File: src/rtl/pqnp_pkg.sv
// Types, constants and helper functions shared by the palette quantizer.
`timescale 1ns / 1ps
`default_nettype none

package pqnp_pkg;

    localparam int CHAN_W  = 8;
    localparam int IDX_W   = 4;
    localparam int PAL_N   = 16;
    localparam int SQ_W    = 16;
    localparam int DIST_W  = 18;
    localparam int COUNT_W = 6;
    localparam int QUAD_SZ = 4;
    localparam int QUAD_N  = PAL_N / QUAD_SZ;

    typedef logic [CHAN_W-1:0]  t_chan;
    typedef logic [IDX_W-1:0]   t_idx;
    typedef logic [SQ_W-1:0]    t_sq;
    typedef logic [DIST_W-1:0]  t_dist;
    typedef logic [COUNT_W-1:0] t_count;

    typedef struct packed {
        t_chan red;
        t_chan green;
        t_chan blue;
    } t_rgb;

    typedef struct packed {
        logic emit;
        logic odd_col;
        logic last_col;
        logic last_row;
    } t_pos;

    typedef struct packed {
        logic s1;
        logic s2;
        logic s3;
    } t_stage_en;

    typedef struct packed {
        t_dist sqdist;
        t_idx  idx;
    } t_cand;

    localparam t_rgb PALETTE [PAL_N] = '{
        '{8'd0,   8'd0,   8'd0  },
        '{8'd0,   8'd0,   8'd255},
        '{8'd0,   8'd255, 8'd0  },
        '{8'd0,   8'd255, 8'd255},
        '{8'd255, 8'd0,   8'd0  },
        '{8'd255, 8'd0,   8'd255},
        '{8'd165, 8'd42,  8'd42 },
        '{8'd192, 8'd192, 8'd192},
        '{8'd128, 8'd128, 8'd128},
        '{8'd0,   8'd0,   8'd255},
        '{8'd0,   8'd255, 8'd0  },
        '{8'd0,   8'd255, 8'd255},
        '{8'd255, 8'd0,   8'd0  },
        '{8'd255, 8'd0,   8'd255},
        '{8'd255, 8'd255, 8'd0  },
        '{8'd255, 8'd255, 8'd255}
    };

    function automatic t_sq sq_diff(input t_chan a, input t_chan b);
        t_chan d;
        d = (a > b) ? (a - b) : (b - a);
        return SQ_W'(d) * SQ_W'(d);
    endfunction

    // keep a on a tie: a always carries the lower index
    function automatic t_cand pick(input t_cand a, input t_cand b);
        return (b.sqdist < a.sqdist) ? b : a;
    endfunction

endpackage

`default_nettype wire

File: src/rtl/pqnp_if.sv
// Valid/ready channel interfaces for pixels in and packed bytes out.
`timescale 1ns / 1ps
`default_nettype none

interface pqnp_pix_if;
    logic            valid;
    logic            ready;
    pqnp_pkg::t_chan red;
    pqnp_pkg::t_chan green;
    pqnp_pkg::t_chan blue;

    modport source (output valid, output red, output green, output blue, input ready);
    modport sink   (input valid, input red, input green, input blue, output ready);
endinterface

interface pqnp_byte_if;
    logic       valid;
    logic       ready;
    logic [7:0] packed_byte;
    logic       row_end;
    logic       frame_end;

    modport source (output valid, output packed_byte, output row_end, output frame_end,
                    input ready);
    modport sink   (input valid, input packed_byte, input row_end, input frame_end,
                    output ready);
endinterface

`default_nettype wire

File: src/rtl/pqnp_nearest.sv
// Pipelined nearest-palette search: squares, distance sums, quad minimum, final pick.
`timescale 1ns / 1ps
`default_nettype none

module pqnp_nearest (
    input  logic                 i_clk,
    input  pqnp_pkg::t_stage_en  i_en,
    input  pqnp_pkg::t_rgb       i_pix,
    output pqnp_pkg::t_idx       o_index
);

    pqnp_pkg::t_sq   r_sq   [pqnp_pkg::PAL_N][3];
    pqnp_pkg::t_dist r_dist [pqnp_pkg::PAL_N];
    pqnp_pkg::t_cand r_quad [pqnp_pkg::QUAD_N];
    pqnp_pkg::t_cand n_quad [pqnp_pkg::QUAD_N];
    pqnp_pkg::t_cand w_best;

    always_ff @(posedge i_clk) begin
        if (i_en.s1) begin
            for (int i = 0; i < pqnp_pkg::PAL_N; i++) begin
                r_sq[i][0] <= pqnp_pkg::sq_diff(i_pix.red,   pqnp_pkg::PALETTE[i].red);
                r_sq[i][1] <= pqnp_pkg::sq_diff(i_pix.green, pqnp_pkg::PALETTE[i].green);
                r_sq[i][2] <= pqnp_pkg::sq_diff(i_pix.blue,  pqnp_pkg::PALETTE[i].blue);
            end
        end
        if (i_en.s2) begin
            for (int i = 0; i < pqnp_pkg::PAL_N; i++) begin
                r_dist[i] <= pqnp_pkg::DIST_W'(r_sq[i][0]) + pqnp_pkg::DIST_W'(r_sq[i][1])
                           + pqnp_pkg::DIST_W'(r_sq[i][2]);
            end
        end
        if (i_en.s3) begin
            r_quad <= n_quad;
        end
    end

    always_comb begin
        for (int q = 0; q < pqnp_pkg::QUAD_N; q++) begin
            n_quad[q] = '{sqdist: r_dist[q*pqnp_pkg::QUAD_SZ],
                          idx:    pqnp_pkg::IDX_W'(q*pqnp_pkg::QUAD_SZ)};
            for (int k = 1; k < pqnp_pkg::QUAD_SZ; k++) begin
                n_quad[q] = pqnp_pkg::pick(n_quad[q],
                    '{sqdist: r_dist[q*pqnp_pkg::QUAD_SZ+k],
                      idx:    pqnp_pkg::IDX_W'(q*pqnp_pkg::QUAD_SZ+k)});
            end
        end
    end

    always_comb begin
        w_best = r_quad[0];
        for (int q = 1; q < pqnp_pkg::QUAD_N; q++) begin
            w_best = pqnp_pkg::pick(w_best, r_quad[q]);
        end
    end

    assign o_index = w_best.idx;

endmodule

`default_nettype wire

File: src/rtl/palette_quantize_nibble_pack.sv
// Top level: 16-entry palette quantizer with two-index-per-byte packing.
`timescale 1ns / 1ps
`default_nettype none

// Takes one RGB pixel per clock in raster order over an IMAGE_SIDE x IMAGE_SIDE
// image and maps it to the nearest of 16 fixed palette entries (least squared
// distance, lower index on a tie). Two indices go out per byte, even column in
// the high nibble; an odd side sends the last pixel of each row alone in the
// high nibble. row_end and frame_end mark the last byte of a row and image.
// Throughput is one pixel per clock unless the output stalls; a pixel passes
// through the input register, the square, sum and quad-minimum registers and
// the output register. Every stage holds its own valid bit, so pixels keep
// entering while bubbles remain ahead of a stalled output byte.

module palette_quantize_nibble_pack #(
    parameter int IMAGE_SIDE = 22
) (
    input  logic          i_clk,
    input  logic          i_rst_n,
    pqnp_pix_if.sink      i_pix,
    pqnp_byte_if.source   o_byte
);

    localparam pqnp_pkg::t_count COUNT_LAST = pqnp_pkg::COUNT_W'(IMAGE_SIDE - 1);

    pqnp_pkg::t_count r_col;
    pqnp_pkg::t_count r_row;
    pqnp_pkg::t_idx   r_held;
    pqnp_pkg::t_rgb   r_pix0;
    pqnp_pkg::t_pos   r_pos0;
    pqnp_pkg::t_pos   r_pos1;
    pqnp_pkg::t_pos   r_pos2;
    pqnp_pkg::t_pos   r_pos3;
    pqnp_pkg::t_pos   n_pos;
    logic             r_v0;
    logic             r_v1;
    logic             r_v2;
    logic             r_v3;
    logic             r_out_valid;
    logic [7:0]       r_out_byte;
    logic             r_out_row_end;
    logic             r_out_frame_end;
    logic [7:0]       n_out_byte;

    logic                en_out;
    logic                consume3;
    logic                en0;
    logic                accept;
    pqnp_pkg::t_stage_en stage_en;
    pqnp_pkg::t_idx      index;

    assign en_out      = !r_out_valid || o_byte.ready;
    assign consume3    = r_v3 && (!r_pos3.emit || en_out);
    assign stage_en.s3 = !r_v3 || consume3;
    assign stage_en.s2 = !r_v2 || stage_en.s3;
    assign stage_en.s1 = !r_v1 || stage_en.s2;
    assign en0         = !r_v0 || stage_en.s1;
    assign accept      = i_pix.valid && en0;

    assign i_pix.ready = en0;

    always_comb begin
        n_pos.odd_col  = r_col[0];
        n_pos.last_col = (r_col >= COUNT_LAST);
        n_pos.last_row = (r_row >= COUNT_LAST);
        n_pos.emit     = n_pos.odd_col || n_pos.last_col;
    end

    always_comb begin
        if (r_pos3.odd_col) begin
            n_out_byte = {r_held, index};
        end else begin
            n_out_byte = {index, pqnp_pkg::IDX_W'(0)};
        end
    end

    pqnp_nearest u_nearest (
        .i_clk   (i_clk),
        .i_en    (stage_en),
        .i_pix   (r_pix0),
        .o_index (index)
    );

    always_ff @(posedge i_clk) begin
        if (!i_rst_n) begin
            r_col       <= '0;
            r_row       <= '0;
            r_held      <= '0;
            r_v0        <= 1'b0;
            r_v1        <= 1'b0;
            r_v2        <= 1'b0;
            r_v3        <= 1'b0;
            r_out_valid <= 1'b0;
        end else begin
            if (en0)         r_v0 <= i_pix.valid;
            if (stage_en.s1) r_v1 <= r_v0;
            if (stage_en.s2) r_v2 <= r_v1;
            if (stage_en.s3) r_v3 <= r_v2;
            if (accept) begin
                if (n_pos.last_col) begin
                    r_col <= '0;
                    r_row <= n_pos.last_row ? '0 : r_row + 1'b1;
                end else begin
                    r_col <= r_col + 1'b1;
                end
            end
            if (consume3 && !r_pos3.emit) begin
                r_held <= index;
            end
            if (consume3 && r_pos3.emit) begin
                r_out_valid <= 1'b1;
            end else if (o_byte.ready) begin
                r_out_valid <= 1'b0;
            end
        end
    end

    always_ff @(posedge i_clk) begin
        if (en0) begin
            r_pix0.red   <= i_pix.red;
            r_pix0.green <= i_pix.green;
            r_pix0.blue  <= i_pix.blue;
            r_pos0       <= n_pos;
        end
        if (stage_en.s1) r_pos1 <= r_pos0;
        if (stage_en.s2) r_pos2 <= r_pos1;
        if (stage_en.s3) r_pos3 <= r_pos2;
        if (consume3 && r_pos3.emit) begin
            r_out_byte      <= n_out_byte;
            r_out_row_end   <= r_pos3.last_col;
            r_out_frame_end <= r_pos3.last_col && r_pos3.last_row;
        end
    end

    assign o_byte.valid       = r_out_valid;
    assign o_byte.packed_byte = r_out_byte;
    assign o_byte.row_end     = r_out_row_end;
    assign o_byte.frame_end   = r_out_frame_end;

    a_count_range: assert property (@(posedge i_clk) disable iff (!i_rst_n)
        (r_col <= COUNT_LAST) && (r_row <= COUNT_LAST))
        else $error("position counter out of range");

    a_frame_in_row: assert property (@(posedge i_clk) disable iff (!i_rst_n)
        o_byte.valid && o_byte.frame_end |-> o_byte.row_end)
        else $error("frame end without row end");

    a_bubble_ready: assert property (@(posedge i_clk) disable iff (!i_rst_n)
        !r_v0 |-> i_pix.ready)
        else $error("input stalled with empty input register");

    a_emit_out: assert property (@(posedge i_clk) disable iff (!i_rst_n)
        consume3 && r_pos3.emit |=> o_byte.valid)
        else $error("emitting transaction lost");

endmodule

`default_nettype wire
File: src/flat_wrapper.sv
// flat-port wrapper written by rule: the top's interface ports become plain ports
module palette_quantize_nibble_pack_flat 
#(
    parameter int IMAGE_SIDE = 22
)
  (i_clk, i_rst_n, i_pix_valid, i_pix_red, i_pix_green, i_pix_blue, i_pix_ready, o_byte_valid, o_byte_packed_byte, o_byte_row_end, o_byte_frame_end, o_byte_ready);
  pqnp_pix_if i_pix_i ();
  pqnp_byte_if o_byte_i ();
  input  logic i_clk;
  input  logic i_rst_n;
  input wire logic [$bits(i_pix_i.valid)-1:0] i_pix_valid;
  input wire logic [$bits(i_pix_i.red)-1:0] i_pix_red;
  input wire logic [$bits(i_pix_i.green)-1:0] i_pix_green;
  input wire logic [$bits(i_pix_i.blue)-1:0] i_pix_blue;
  output wire logic [$bits(i_pix_i.ready)-1:0] i_pix_ready;
  output wire logic [$bits(o_byte_i.valid)-1:0] o_byte_valid;
  output wire logic [$bits(o_byte_i.packed_byte)-1:0] o_byte_packed_byte;
  output wire logic [$bits(o_byte_i.row_end)-1:0] o_byte_row_end;
  output wire logic [$bits(o_byte_i.frame_end)-1:0] o_byte_frame_end;
  input wire logic [$bits(o_byte_i.ready)-1:0] o_byte_ready;
  assign i_pix_i.valid = i_pix_valid;
  assign i_pix_i.red = i_pix_red;
  assign i_pix_i.green = i_pix_green;
  assign i_pix_i.blue = i_pix_blue;
  assign i_pix_ready = i_pix_i.ready;
  assign o_byte_valid = o_byte_i.valid;
  assign o_byte_packed_byte = o_byte_i.packed_byte;
  assign o_byte_row_end = o_byte_i.row_end;
  assign o_byte_frame_end = o_byte_i.frame_end;
  assign o_byte_i.ready = o_byte_ready;
  palette_quantize_nibble_pack #(.IMAGE_SIDE(IMAGE_SIDE)) u_core (.i_clk(i_clk), .i_rst_n(i_rst_n), .i_pix(i_pix_i), .o_byte(o_byte_i));
endmodule
File: config.mk
export PLATFORM = sky130hd
export DESIGN_NAME = palette_quantize_nibble_pack_flat
export DESIGN_NICKNAME = d
export VERILOG_FILES = /design/src/rtl/pqnp_pkg.sv /design/src/rtl/pqnp_if.sv /design/src/rtl/pqnp_nearest.sv /design/src/rtl/palette_quantize_nibble_pack.sv /design/src/flat_wrapper.sv
export SDC_FILE = /design/constraint.sdc
export NUM_CORES = 2
export LEC_CHECK = 0
export ABC_CLOCK_PERIOD_IN_PS = 20500
export BUFFER_PORTS_ARGS = -buffer_cell sky130_fd_sc_hd__buf_2
export CAP_MARGIN = 0
export CORE_MARGIN = 4
export CORE_UTILIZATION = 40
export CTS_CLUSTER_DIAMETER = 150
export CTS_CLUSTER_SIZE = 24
export DETAILED_ROUTE_END_ITERATION = 12
export PLACE_DENSITY = 0.57
export REMOVE_ABC_BUFFERS = 1
export SETUP_SLACK_MARGIN = 0.4
export SLEW_MARGIN = 20
export SYNTH_ARGS = -nofsm -noshare
export SYNTH_HDL_FRONTEND = slang
export SYNTH_SLANG_ARGS = --single-unit
File: constraint.sdc
create_clock -name i_clk -period 20.5 [get_ports i_clk]
set_input_delay 1.025 -clock i_clk [delete_from_list [all_inputs] [get_ports i_clk]]
set_output_delay 1.025 -clock i_clk [all_outputs]
set_load 0.05 [all_outputs]
; Word-level counts from Yosys, hierarchy flattened
; Memory sizes are Yosys's and may differ from the RTL's.
; Index checks and enable logic that the tools add are counted.
[totals]
ram_bits = 1056
word_cells = 216
n_memories = 2
input_bits = 28
regBits = 159
mem_bits_ro = 0
latch_bits = 0
out_inout_bits = 12
[op_classes]
n_mux = 39
n_shift = 0
multipliers = 15
reduce_logical = 24
div_mod_pow = 0
bitwise = 0
add_sub_neg = 61
magnitude_cmp = 32
n_eq_ne = 0
[memory_table]
columns = memory, words, word_bits, read_ports, rd_clocked_by_memory_dff, write_ports, line_no
row1 = u_core.u_nearest.r_sq, 16, 48, 16, 0, 16, pqnp_nearest.sv:12  ; pqnp_pkg::t_sq r_sq [pqnp_pkg::PAL_N][3];
row2 = u_core.u_nearest.r_dist, 16, 18, 16, 0, 16, pqnp_nearest.sv:13  ; pqnp_pkg::t_dist r_dist [pqnp_pkg::PAL_N];
[op_table]
columns = op, count
row1 = $mux 22, 14
row2 = $add 17x16->18, 16
row3 = $add 16x16->17, 16
row4 = $lt 18x18->1, 15
row5 = $mul 8x8->16, 15
row6 = $mux 8, 16
row7 = $gt 8x8->1 const B, 10
row8 = $sub 8x8->8 const A, 10
row9 = $sub 8x8->8 const B, 10
row10 = $gt 8x1->1 const B, 3
row11 = $sub 1x8->8 const A, 3
row12 = $gt 8x6->1 const B, 2
row13 = $sub 6x8->8 const A, 2
row14 = $sub 8x6->8 const B, 2
row15 = $add 6x1->6 const B, 2
row16 = $ge 6x5->1 const B, 2
row17 = $mux 6, 2
row18 = $reduce_or 2->1, 4
row19 = $logic_or 1x1->1, 7
row20 = $logic_not 1->1, 6
row21 = $mux 1, 6
row22 = $logic_and 1x1->1, 5
row23 = $mux 4, 1
row24 = $reduce_and 2->1, 1
row25 = $reduce_bool 2->1, 1

; Depth between registers and ports, before layout
[depth]
word_depth = 10
mapped_depth = 34

; Cells and area by module
; Synthesis repeated with hierarchy kept, for this count alone.
[unflattened]
hier_cells = 5703
hier_area_um2 = 59280.6
[modules_own_cells]
columns = module, area_each_um2, seq_area_each_um2, cells_per_inst, instances
row1 = pqnp_nearest, 56651.8, 14533.9, 5532, 1
row2 = palette_quantize_nibble_pack, 2628.8, 1921.8, 171, 1

; Worst setup path after synthesis
; No wires, ideal clock.
[synth_timing]
path_kind = register to register
from = register u_core.r_pix0[16] (netlist name)
to = memory u_core.u_nearest.r_sq[3][47] (netlist name) (data pin)
required_time_ps = 20234
period_less_slack_ps = 7028
path_stages_with_launch = 34
arrival_time_ps = 6762
path_slack_ps = 13472
path_cell_list = edfxtp_1 > clkbuf_1 > inv_1 > clkbuf_1 > buf_1 > ha_1 > clkbuf_1 > nand2b_1 > a21oi_1 > o22ai_1 > clkbuf_1 > o21ai_0 > xnor2_1 > inv_1 > nand2_1 > inv_1 > fa_1 > inv_1 > fa_1 > inv_1 > ha_1 > inv_1 > fa_1 > inv_1 > ha_1 > a21o_1 > a21oi_1 > o21bai_1 > a21oi_1 > nor2b_1 > o2111ai_1 > nand3_1 > o41ai_1 > xnor2_1
[synth_rtl]
columns = item, line_no
row1 = "start, declared", palette_quantize_nibble_pack.sv:29  ; pqnp_pkg::t_rgb r_pix0;
row2 = "end, declared", pqnp_nearest.sv:12

==> impl_metrics.yaml <==
status:
  status: "complete, no violations"
clock_network:
  clock_latency_ns: 0.70
  htreeDepth: 1
  ctsHoldBuffers: 0
  cts_sinks: 555
  cts_resized: 0
  clockBufferDepth: 3
  root_buffer: "clkbuf_16"
  cts.clk_slew.worst_paths_ns: 0.10
  cts_tree: "yes"
  cts_buffers: 30
  cts_setup_buffers: 0
worst_setup_path:
  worstPathMaxFanout: 19
  rrSetupSlack_ns: 12.39
  crit_arrival_ns: 8.57
  startpoint_type: "flop"
  worst_ep_required_time_ns: 20.96
  crit_path_end_kind: "flop"
  worst-setup-path-type: "flop to flop"
  critPathMaxStageDelay_ns: 0.90
  crit_path_top_delay_cell: "o41a_1"
timing:
  period_needed_ns: 8.110
  post-route-worst-setup-slack_ns: 12.39
  setup-violations-final: 0
  fin_skew_ns: 0.03587
  worstMarginPinSlew_ns: 1.097
  maxSlewHeadroom: 0.2687
  fmax_mhz: 123.3
  final_max_slew_viol_count: 0
  rsz0062_at_grt: "no"
  tns_ns: 0
  hold_violations: 0
  min_period_over_period: 0.3956
synthesis:
  synth_seq_cells: 555
  synth_top_cells_by_count: "850 x ha_1, 820 x inv_1, 606 x nor2_1"
  synth_compound_gate_area_share: 0.1055
  yosysTopAreaCell: "edfxtp_1"
  yosys.area.top_type_share: 0.2648
  synthMuxAreaShare: 0.03657
  synth_simple_gate_area_frac: 0.1041
  ys_types: 74
  post_synth.cell_area_avg_um2: 10.21
  syn-instance-count: 5929
  synth_xor_area_frac: 0.06537
  synth_top_family_by_area: "adder cells"
  ys_seq_area_frac: 0.2717
  synth.most_common_cell: "ha_1"
  netlist_area_um2: 60560
  ys_warn_count: 0
  synth_edf_count: 534
  ys_async_sr_fraction: 0
  synth_ff_type: "edfxtp_1"
  synth_fa_ha_area_frac: 0.3561
  ys_top_cells_by_area: "edfxtp_1 26%, fa_1 18%, ha_1 18%"
place:
  dp_hpwl_mm: 136.2
  placed_area_um2: 63320
  io_buffers: 39
  place_ws_ns: 12.54
  place_congestion: 0.9232
  dp.cells: 7947
die:
  ios: 40
  fp.coreArea_um2: 150100
  start_util: 0.4034
  std_cell_rows: 142
  die_x_um: 397.1
  die-area_um2: 157700
  die_y_um: 397.1
drt:
  wl_per_cell_um: 20.49
  dr.pass1.iters: 6
  viasPerCell: 5.289
  drt_wl_total_mm: 163.9
  drcViolationCount: 0
  route.vias.total: 42310
  drt_iter0_drc: 2691
  drt.antenna.violating_nets: 0
run:
  max_cap_viol_count: 0
grt:
  grt_overflow: 0
  use_met3: 0.01707
  grt_max_degree: 91
  grt_pass1_wl_mm: 252.5
  use_met2: 0.3414
  antenna_found_initial: 9
  grtUsageTotal: 0.2077
  grt_util_met1: 0.2901
  busiest_layer: "met2"
  grt_pass1_vias: 42370
hold_path:
  hold_path_class: "flop to flop"
cells_and_area:
  fin_area_um2: 64260
  final_cells: 7999
  layout-drive-gt1-share: 0.04362
  n_fill_cell: 14370
  final_nets: 7387
  syn_to_final_growth_pct: 6.118
  diodes: 0
-- registers in the layout (all words and copies together) (netlist names), 4 cells and up --
register,count
u_core.r_pos0,4
u_core.r_pix0,24
u_core.u_nearest.r_dist,193
u_core.u_nearest.r_quad,80
u_core.u_nearest.r_sq,211
u_core.r_pos2,4
u_core.r_col,6
u_core.r_row,6
u_core.r_held,4
u_core.r_pos3,4
u_core.o_byte.packed_byte,8
u_core.r_pos1,4
-- final timing paths --
check | depth (start not counted) | startpoint | to
min | 0 | u_core.r_pos2[1] | u_core.r_pos3[1]
min reg2reg | 0 | u_core.r_pos2[1] | u_core.r_pos3[1]
max reg2reg | 26 | u_core.u_nearest.r_dist[0][92] | u_core.u_nearest.r_quad[4]
max | 26 | u_core.u_nearest.r_dist[0][92] | u_core.u_nearest.r_quad[4]
-- metrics by stage --
step,utilization,hold WS (ns)
floorplan,-,0.4003
global placement,0.4218,0.4030
detailed placement,0.4218,0.4045
CTS,0.4280,0.4209
global route,0.4280,0.4319
finish,0.4280,0.4272
-- layout by cell type (no fill, tap or decap), types with 19 or more instances in the layout --
cell and n:
ha_1 850, inv_1 818, nor2_1 606, fa_1 546
edfxtp_1 534, xnor2_1 362, a21oi_1 309, nand2_1 294
o21ai_0 141, mux2i_1 137, nor3_1 95, a21o_1 94
xor2_1 88, nand3_1 75, o21bai_1 70, nor2b_1 67
o21a_1 64, mux2_2 61, conb_1 51, a211oi_1 46
nand2b_1 46, buf_4 44, nand4_1 39, buf_2 39
or2_2 38, clkbuf_16 30, o2111ai_1 29, a31oi_1 28
or3_1 25, o41ai_1 22, a211o_1 22, and3_1 21
o221ai_1 21, nand3b_1 21, dfxtp_1 21, nor3b_1 19
and2_1 19
-- worst max-delay path, delay by kind of cell, from the launching register on --
| family | cells | cell delay [ns] |
|---|---|---|
| buffers and inverters | 2 | 0.47 |
| multiplexers | 2 | 0.61 |
| adder cells (fa/ha/maj) | 3 | 1.00 |
| AO/OA/AOI/OAI | 10 | 3.77 |
| AND/OR/NAND/NOR | 9 | 1.59 |
| flip-flops | 1 | 0.43 |
-- metal layers --
| layer | vias to the layer above | part of all wire |
|---|---|---|
| li1 | 20300 | - |
| met1 | 20900 | 0.46 |
| met2 | 925 | 0.46 |
| met3 | 177 | 0.043 |
| met4 | 0 | 0.041 |
| met5 | - | 0 |
-- area by class of cell --
class                           instances  area [um^2]  share of cell area
Clock buffer                           43        799.5             0.01244
Clock inverter                          9        140.1            0.002181
Timing Repair Buffer                   83        525.5            0.008178
Inverter                              830         3124             0.04862
Tap cell                             2016         2522             0.03925
Sequential cell                       555        16460              0.2561
Multi-Input combinational cell       4463        40690              0.6332
-- kinds of logic (layout without fill, tap and decap cells) --
group	Yosys count	count (layout)
buf+inv	961	965
compound gates	966	966
flops	555	555
fa+ha+maj	1396	1396
mux	209	209
simple gates	1389	1389
other cells	1	51
xor+xnor	452	452
Power is left out: the tool's default activity adds up to more than one toggle a clock period on the data nets, which glitch-free logic cannot reach.
